### src/sv/msa_pkg.sv
// Shared types and constants for the mesh router switch allocator.
package msa_pkg;

  localparam int NUM_PORTS = 5;
  localparam int ID_W      = 4;
  localparam int SEL_W     = 3;

  typedef logic [NUM_PORTS-1:0] port_mask_t;
  typedef logic [ID_W-1:0]      node_id_t;

  // Output port codes as seen on the select fields.
  typedef enum logic [SEL_W-1:0] {
    SEL_NONE  = 3'd0,
    SEL_LOCAL = 3'd1,
    SEL_NORTH = 3'd2,
    SEL_EAST  = 3'd3,
    SEL_SOUTH = 3'd4,
    SEL_WEST  = 3'd5
  } sel_code_t;

  // What one routing lane hands to the merge stage.
  typedef struct packed {
    logic      active;
    logic      tail;
    sel_code_t code;
  } lane_req_t;

  // One-hot output bit for a port code; code c owns output bit c-1.
  function automatic port_mask_t code_onehot(input sel_code_t code);
    port_mask_t m;
    m = '0;
    case (code)
      SEL_LOCAL: m = 5'b00001;
      SEL_NORTH: m = 5'b00010;
      SEL_EAST:  m = 5'b00100;
      SEL_SOUTH: m = 5'b01000;
      SEL_WEST:  m = 5'b10000;
      default:   m = '0;
    endcase
    return m;
  endfunction

endpackage

### src/sv/msa_req_if.sv
// Request channel: one router cycle worth of input state per word.
interface msa_req_if;
  logic       valid;
  logic       ready;
  logic [3:0] dest_in0;
  logic [3:0] dest_in1;
  logic [3:0] dest_in2;
  logic [3:0] dest_in3;
  logic [3:0] dest_in4;
  logic [4:0] empty_mask;
  logic [4:0] tail_mask;
  logic [4:0] release_mask;

  modport source (
    output valid, dest_in0, dest_in1, dest_in2, dest_in3, dest_in4,
           empty_mask, tail_mask, release_mask,
    input  ready
  );
  modport sink (
    input  valid, dest_in0, dest_in1, dest_in2, dest_in3, dest_in4,
           empty_mask, tail_mask, release_mask,
    output ready
  );
endinterface

### src/sv/msa_res_if.sv
// Result channel: grants and port selects per word.
interface msa_res_if;
  logic       valid;
  logic       ready;
  logic [4:0] grant_mask;
  logic [2:0] port_sel0;
  logic [2:0] port_sel1;
  logic [2:0] port_sel2;
  logic [2:0] port_sel3;
  logic [2:0] port_sel4;

  modport source (
    output valid, grant_mask, port_sel0, port_sel1, port_sel2, port_sel3, port_sel4,
    input  ready
  );
  modport sink (
    input  valid, grant_mask, port_sel0, port_sel1, port_sel2, port_sel3, port_sel4,
    output ready
  );
endinterface

### src/sv/msa_route_lane.sv
// One routing lane: picks the output port for one input's destination.
module msa_route_lane (
  input  msa_pkg::node_id_t  router_id,
  input  msa_pkg::node_id_t  dest,
  output msa_pkg::sel_code_t code
);
  import msa_pkg::*;

  // Bits are compared in the order 1, 3, 2, 0; the first mismatch decides.
  always_comb begin
    if (router_id[1] != dest[1]) begin
      code = router_id[1] ? SEL_WEST : SEL_EAST;
    end else if (router_id[3] != dest[3]) begin
      code = router_id[3] ? SEL_NORTH : SEL_SOUTH;
    end else if (router_id[2] != dest[2]) begin
      code = router_id[2] ? SEL_NORTH : SEL_SOUTH;
    end else if (router_id[0] != dest[0]) begin
      code = router_id[0] ? SEL_WEST : SEL_EAST;
    end else begin
      code = SEL_LOCAL;
    end
  end

endmodule

### src/sv/msa_grant_merge.sv
// Merge stage: fixed-priority grant over the lanes and the allocation state.
module msa_grant_merge (
  input  logic                clk,
  input  logic                rst,
  input  logic                advance,
  input  msa_pkg::lane_req_t  lanes [msa_pkg::NUM_PORTS],
  input  msa_pkg::port_mask_t release_mask,
  output msa_pkg::port_mask_t grant_mask,
  output msa_pkg::sel_code_t  sel [msa_pkg::NUM_PORTS]
);
  import msa_pkg::*;

  port_mask_t free_outputs, free_outputs_next;
  port_mask_t input_connected, input_connected_next;
  port_mask_t output_reserved, output_reserved_next;
  port_mask_t grant_next;
  sel_code_t  select_codes [NUM_PORTS];
  sel_code_t  select_codes_next [NUM_PORTS];

  // Inputs are served lowest index first; each grant removes its output
  // from the free set seen by the inputs after it.
  always_comb begin
    port_mask_t obit;
    obit                 = '0;
    free_outputs_next    = free_outputs | release_mask;
    input_connected_next = input_connected;
    output_reserved_next = output_reserved;
    grant_next           = '0;
    select_codes_next    = select_codes;
    for (int i = 0; i < NUM_PORTS; i++) begin
      obit = code_onehot(lanes[i].code);
      if (lanes[i].active && ((free_outputs_next & obit) != '0) &&
          (input_connected_next[i] || ((output_reserved_next & obit) == '0))) begin
        grant_next[i]        = 1'b1;
        select_codes_next[i] = lanes[i].code;
        free_outputs_next    = free_outputs_next & ~obit;
        if (lanes[i].tail) begin
          input_connected_next[i] = 1'b0;
          output_reserved_next    = output_reserved_next & ~obit;
        end else begin
          input_connected_next[i] = 1'b1;
          output_reserved_next    = output_reserved_next | obit;
        end
      end
    end
  end

  always_ff @(posedge clk) begin
    if (rst) begin
      free_outputs    <= '1;
      input_connected <= '0;
      output_reserved <= '0;
      grant_mask      <= '0;
      for (int i = 0; i < NUM_PORTS; i++) begin
        select_codes[i] <= SEL_NONE;
      end
    end else if (advance) begin
      free_outputs    <= free_outputs_next;
      input_connected <= input_connected_next;
      output_reserved <= output_reserved_next;
      grant_mask      <= grant_next;
      select_codes    <= select_codes_next;
    end
  end

  assign sel = select_codes;

endmodule

### src/sv/mesh_router_switch_allocator_unit.sv
// Top level of the mesh router switch allocator.
//
// Each request word is one router cycle: the destination of the flit at
// each of the five inputs, which inputs are empty, which carry tail flits,
// and which outputs report themselves free. Each accepted request produces
// exactly one result word holding the grant mask and the port select code
// of every input (held from its last grant when not granted).
// Five routing lanes compute the output port of every input side by side;
// the merge stage then grants them in fixed priority, input 0 first, and
// updates the free, connected and reserved masks.
// Throughput is one word per cycle while the receiver does not stall;
// the lane-plus-merge path into the state registers is combinational.
// The result sits in an output register; the request side stays ready
// while that register is empty or being drained in the same cycle, so a
// stalled receiver holds the result and back-pressures the request side.
// Reset clears the router id to zero, marks all outputs free, drops all
// connections and reservations and sets every select code to none.
// The user must write router_id through cfg_we/cfg_wdata only while the
// block is idle; the block itself does not enforce this.
module mesh_router_switch_allocator_unit (
  input  logic                clk,
  input  logic                rst,
  input  logic                cfg_we,
  input  msa_pkg::node_id_t   cfg_wdata,
  msa_req_if.sink             in_ch,
  msa_res_if.source           out_ch
);
  import msa_pkg::*;

  node_id_t   router_id;
  logic       out_valid;
  logic       accept;
  node_id_t   dest [NUM_PORTS];
  lane_req_t  lanes [NUM_PORTS];
  sel_code_t  codes [NUM_PORTS];
  sel_code_t  sel [NUM_PORTS];
  port_mask_t grant_mask;

  // The single configuration register.
  always_ff @(posedge clk) begin
    if (rst) begin
      router_id <= '0;
    end else if (cfg_we) begin
      router_id <= cfg_wdata;
    end
  end

  // Output register handshake: take a new word whenever the held result
  // is absent or leaving this cycle.
  assign in_ch.ready = !out_valid || out_ch.ready;
  assign accept      = in_ch.valid && in_ch.ready;

  always_ff @(posedge clk) begin
    if (rst) begin
      out_valid <= 1'b0;
    end else if (accept) begin
      out_valid <= 1'b1;
    end else if (out_ch.ready) begin
      out_valid <= 1'b0;
    end
  end

  assign dest[0] = in_ch.dest_in0;
  assign dest[1] = in_ch.dest_in1;
  assign dest[2] = in_ch.dest_in2;
  assign dest[3] = in_ch.dest_in3;
  assign dest[4] = in_ch.dest_in4;

  // One routing lane per input.
  for (genvar g = 0; g < NUM_PORTS; g++) begin : g_lane
    msa_route_lane u_lane (
      .router_id (router_id),
      .dest      (dest[g]),
      .code      (codes[g])
    );
    assign lanes[g].active = !in_ch.empty_mask[g];
    assign lanes[g].tail   = in_ch.tail_mask[g];
    assign lanes[g].code   = codes[g];
  end

  msa_grant_merge u_merge (
    .clk          (clk),
    .rst          (rst),
    .advance      (accept),
    .lanes        (lanes),
    .release_mask (in_ch.release_mask),
    .grant_mask   (grant_mask),
    .sel          (sel)
  );

  assign out_ch.valid      = out_valid;
  assign out_ch.grant_mask = grant_mask;
  assign out_ch.port_sel0  = sel[0];
  assign out_ch.port_sel1  = sel[1];
  assign out_ch.port_sel2  = sel[2];
  assign out_ch.port_sel3  = sel[3];
  assign out_ch.port_sel4  = sel[4];

endmodule

### src/flat_wrapper.sv
// flat-port wrapper written by rule: the top's interface ports become plain ports
module mesh_router_switch_allocator_unit_flat import msa_pkg::*;
  (clk, rst, cfg_we, cfg_wdata, in_ch_valid, in_ch_dest_in0, in_ch_dest_in1, in_ch_dest_in2, in_ch_dest_in3, in_ch_dest_in4, in_ch_empty_mask, in_ch_tail_mask, in_ch_release_mask, in_ch_ready, out_ch_valid, out_ch_grant_mask, out_ch_port_sel0, out_ch_port_sel1, out_ch_port_sel2, out_ch_port_sel3, out_ch_port_sel4, out_ch_ready);
  msa_req_if in_ch_i ();
  msa_res_if out_ch_i ();
  input  logic clk;
  input  logic rst;
  input  logic cfg_we;
  input  msa_pkg::node_id_t cfg_wdata;
  input wire logic [$bits(in_ch_i.valid)-1:0] in_ch_valid;
  input wire logic [$bits(in_ch_i.dest_in0)-1:0] in_ch_dest_in0;
  input wire logic [$bits(in_ch_i.dest_in1)-1:0] in_ch_dest_in1;
  input wire logic [$bits(in_ch_i.dest_in2)-1:0] in_ch_dest_in2;
  input wire logic [$bits(in_ch_i.dest_in3)-1:0] in_ch_dest_in3;
  input wire logic [$bits(in_ch_i.dest_in4)-1:0] in_ch_dest_in4;
  input wire logic [$bits(in_ch_i.empty_mask)-1:0] in_ch_empty_mask;
  input wire logic [$bits(in_ch_i.tail_mask)-1:0] in_ch_tail_mask;
  input wire logic [$bits(in_ch_i.release_mask)-1:0] in_ch_release_mask;
  output wire logic [$bits(in_ch_i.ready)-1:0] in_ch_ready;
  output wire logic [$bits(out_ch_i.valid)-1:0] out_ch_valid;
  output wire logic [$bits(out_ch_i.grant_mask)-1:0] out_ch_grant_mask;
  output wire logic [$bits(out_ch_i.port_sel0)-1:0] out_ch_port_sel0;
  output wire logic [$bits(out_ch_i.port_sel1)-1:0] out_ch_port_sel1;
  output wire logic [$bits(out_ch_i.port_sel2)-1:0] out_ch_port_sel2;
  output wire logic [$bits(out_ch_i.port_sel3)-1:0] out_ch_port_sel3;
  output wire logic [$bits(out_ch_i.port_sel4)-1:0] out_ch_port_sel4;
  input wire logic [$bits(out_ch_i.ready)-1:0] out_ch_ready;
  assign in_ch_i.valid = in_ch_valid;
  assign in_ch_i.dest_in0 = in_ch_dest_in0;
  assign in_ch_i.dest_in1 = in_ch_dest_in1;
  assign in_ch_i.dest_in2 = in_ch_dest_in2;
  assign in_ch_i.dest_in3 = in_ch_dest_in3;
  assign in_ch_i.dest_in4 = in_ch_dest_in4;
  assign in_ch_i.empty_mask = in_ch_empty_mask;
  assign in_ch_i.tail_mask = in_ch_tail_mask;
  assign in_ch_i.release_mask = in_ch_release_mask;
  assign in_ch_ready = in_ch_i.ready;
  assign out_ch_valid = out_ch_i.valid;
  assign out_ch_grant_mask = out_ch_i.grant_mask;
  assign out_ch_port_sel0 = out_ch_i.port_sel0;
  assign out_ch_port_sel1 = out_ch_i.port_sel1;
  assign out_ch_port_sel2 = out_ch_i.port_sel2;
  assign out_ch_port_sel3 = out_ch_i.port_sel3;
  assign out_ch_port_sel4 = out_ch_i.port_sel4;
  assign out_ch_i.ready = out_ch_ready;
  mesh_router_switch_allocator_unit u_core (.clk(clk), .rst(rst), .cfg_we(cfg_we), .cfg_wdata(cfg_wdata), .in_ch(in_ch_i), .out_ch(out_ch_i));
endmodule
### config.mk
export PLATFORM = sky130hd
export DESIGN_NAME = mesh_router_switch_allocator_unit_flat
export DESIGN_NICKNAME = d
export VERILOG_FILES = /design/src/sv/msa_pkg.sv /design/src/sv/msa_req_if.sv /design/src/sv/msa_res_if.sv /design/src/sv/msa_route_lane.sv /design/src/sv/msa_grant_merge.sv /design/src/sv/mesh_router_switch_allocator_unit.sv /design/src/flat_wrapper.sv
export SDC_FILE = /design/constraint.sdc
export NUM_CORES = 1
export LEC_CHECK = 0
export BUFFER_PORTS_ARGS = -buffer_cell sky130_fd_sc_hd__buf_2
export CAP_MARGIN = 15
export CORE_AREA = 3 3 90 92
export CTS_BUF_LIST = sky130_fd_sc_hd__clkbuf_8
export DETAILED_ROUTE_END_ITERATION = 8
export DIE_AREA = 0 0 93 95
export HOLD_SLACK_MARGIN = 0.15
export PLACE_DENSITY = 0.7
export REMOVE_ABC_BUFFERS = 1
export SLEW_MARGIN = 25
export SYNTH_ARGS = -nofsm -noshare
export SYNTH_HDL_FRONTEND = slang
export SYNTH_SLANG_ARGS = --single-unit
export TNS_END_PERCENT = 1
### constraint.sdc
create_clock -name clk -period 8.9 [get_ports clk]
set_input_delay 1.335 -clock clk [delete_from_list [all_inputs] [get_ports clk]]
set_output_delay 1.335 -clock clk [all_outputs]
set_load 0.05 [all_outputs]
==> metrics.cfg <==
[global_routing]
top_usage_layer=met2
grt_pass1_wl_um=17700
grt_use_met3=0.0295
grt_use_met2=0.395
grt_pass1_vias=3642
groute.usage.overall=0.251
gr-usage-met1=0.348
overflow=0
grt_max_degree=40
antenna_found_initial=0

[clocking]
cts_tree=done
cts.sinks=40
clk_path_buf_depth=2
hold_buffers=0
clk_pin_slew_ns=0.08
root_buffer=clkbuf_8
ctsHtreeMaxLevel=2
cts_inserted_buffers=5
cts-resized-gates=0
post_cts_buffers=0
clock_latency_ns=0.30

[layout]
nNetsFinal=567
regArea_um2=801
antennaDiodeCount=0
layout_commonest_cell=nor2_1
fill_cells=744
final_area_um2=4050
multi_input_area_um2=2620
drive_gt1_frac=0.210
mostFrequentLayoutCells=70 x nor2_1, 65 x buf_2, 40 x dfxtp_1
syn2layout_area_growth_pct=14.0

[timing]
max_freq_ghz=0.129
period_minus_slack_ns=7.78
hold_viol=0
worstMarginPinSlew_ns=0.913
timing.final.crit_share=0.874
finalSetupViolations=0
slew_viol_final=0
tns_ns=0
clock_skew_ns=0.00594
max_slew_margin=0.375
rsz0062_at_grt=no

[routing]
antenna_left=0
wirelength_um=10800
vias_per_cell=6.08
drt_first_pass_iters=5
drtIter0Drc=280
wl_per_cell_um=17.3
vias=3790
route.detailed.drc=0

[worst_setup_path]
rr_worst_depth=21
rrSetupSlack_ns=1.66
critPathMaxFanout=16
startpoint_type=primary input
cpPeakStageDelay_ns=0.76
worst_path_max_delay_cell=a31oi_1
worstPathCellList=buf_2, xnor2_1, nand4_1, maj3_1, nor2_1, a211oi_2, a2111oi_2, mux2i_1, o22a_1, a31oi_4, nor4_1, mux2_1, o221a_2, a32oi_1, mux2i_1, o2111a_1, o211a_2, a21oi_1, a311o_1, a31oi_1, o211ai_1, o21ai_1
required_ns=9.13
cp_num_buf_inv=1
reg2reg_from=u_core.router_id[3]
crit_type=primary input to register
cp.arrival_ns=8.01
worstSetupEndpointType=register
critPathMostFrequentCell=mux2i_1
critical_path.top_delay_family=compound AO/OA/AOI/OAI gates
worstReg2RegEnd=u_core.u_merge.free_outputs[0]

[job]
max_cap_viol_count=0

[placed_design]
place_area_um2=3960
portBuffers=65
dp_hpwl_um=8530
place.gp.congestion=0.973

[floorplan]
core.rowCount=31
die_y_um=95
initial_utilization=0.487
die_w_um=93
io_pins=66
core_um2=7290
die_area_um2=8840

[power_and_ir_drop]
p_seq_frac=0.318
internal_power_w=0.000374
pwr-share-comb=0.485
swShare=0.442
p_leak_nw=1.63
clkPwrFrac=0.197
p_per_area_nw_per_um2=165
ir_worst_vdd_v=0.0000859
power_w=0.000670
switching_power_w=0.000296

[min_path]
holdPathStages=2
worst_hold_path.endpoint=u_core.u_merge.grant_mask[4]
min_from=u_core.u_merge.grant_mask[4]
min_path_type=register to register

[synthesis]
synth.avg_cell_area_um2=7.64
ys_seq_area_frac=0.225
async_reset_ff_frac=0
synth-seq-cells=40
yosys_warnings=0
synth_edf_count=0
syn_inst=465
synth-main-ff-cell=dfxtp_1
ys_types=82
syn_area_um2=3550

[run_status]
outcome=complete, no violations

per-stage QoR:
stage                      util  cells  hold WS [ns]  setup slack (ns)
after detailed placement  0.543    615         0.449              1.00
final                     0.555    623         0.458              1.12
after global routing      0.555    623         0.501             0.719
after CTS                 0.555    623         0.461              1.27
after floorplan               -    449         0.439              1.91
after global placement    0.542    615         0.441              1.12
layer usage:
layer | share of wire | wire length [um]
met3 | 0.057 | 614
met4 | 0.030 | 322
met5 | 0 | 0
met1 | 0.46 | 4960
met2 | 0.45 | 4880
power by group through the flow:
stage	logic, W	clock network, W	registers (W)
floorplan	0.000204	0	0.000247
detailed placement	0.000319	0	0.000217
global placement	0.000316	0	0.000216
CTS	0.000321	0.000135	0.000213
finish	0.000325	0.000132	0.000213
global route	0.000355	0.000144	0.000215
kinds of logic (layout without fill, tap and decap cells):
family          Yosys count  in the layout  synth area share
simple gates            209            209             0.305
compound gates          138            138             0.310
flops                    40             40             0.225
buf+inv                  36             95            0.0398
mux                      26             26            0.0754
fa+ha+maj                 9              9            0.0254
xor+xnor                  7              7            0.0194
synth_stat cells (10+ instances only):
| master | n | area [um^2] |
|---|---|---|
| nand3_1 | 10 | 50.1 |
| a31oi_1 | 12 | 75.1 |
| nor2_1 | 70 | 263 |
| nor2b_1 | 13 | 81.3 |
| a21oi_1 | 26 | 130 |
| nand2_1 | 37 | 139 |
| nand2b_1 | 15 | 93.8 |
| mux2i_1 | 23 | 230 |
| nor3_1 | 12 | 60.1 |
| dfxtp_1 | 40 | 801 |
| inv_1 | 18 | 67.6 |
| a211oi_1 | 14 | 105 |
worst register-to-register path, cell delays in order (launching register included):
cell and delay [ns]:
dfxtp_1 0.68, xnor2_1 0.29, nand4_1 0.15, maj3_1 0.45
nor2_1 0.16, a211oi_2 0.14, a2111oi_2 0.51, mux2i_1 0.36
o22a_1 0.23, a31oi_4 0.15, nor4_1 0.48, mux2_1 0.43
o221a_2 0.29, a32oi_1 0.23, mux2i_1 0.40, o2111a_1 0.24
o211a_2 0.38, a21oi_1 0.14, a311o_1 0.30, a31oi_1 0.76
o211ai_1 0.24, o21ai_1 0.16
flip-flops by register name (all words and copies together), names as in the netlist:
name                            flops
u_core.u_merge.sel                 15
u_core.u_merge.free_outputs         5
u_core.u_merge.grant_mask           5
u_core.u_merge.input_connected      5
u_core.u_merge.output_reserved      5
u_core.router_id                    4
u_core.out_ch.valid                 1
worst max path at each step:
stage	start	to	cells past startpoint
4_1_cts	in_ch_dest_in0[3]	u_core.u_merge.free_outputs[2]	22
3_5_place_dp	in_ch_dest_in0[3]	u_core.u_merge.output_reserved[1]	22
2_1_floorplan	in_ch_dest_in0[3]	u_core.u_merge.output_reserved[2]	21
6_report	in_ch_dest_in0[3]	u_core.u_merge.free_outputs[0]	22
5_1_grt	in_ch_dest_in0[3]	u_core.u_merge.output_reserved[0]	22
3_3_place_gp	in_ch_dest_in0[3]	u_core.u_merge.input_connected[4]	22
area by class of cell:
cell class / instances / share of cell area
clock buffers: 6 / 0.0204
clock inverters: 2 / 0.00247
inverters: 20 / 0.0185
multi-input cells: 389 / 0.646
flip-flops and latches: 40 / 0.198
well taps: 99 / 0.0306
repair buffers: 67 / 0.0841
Power figures use the tool's default switching activity.
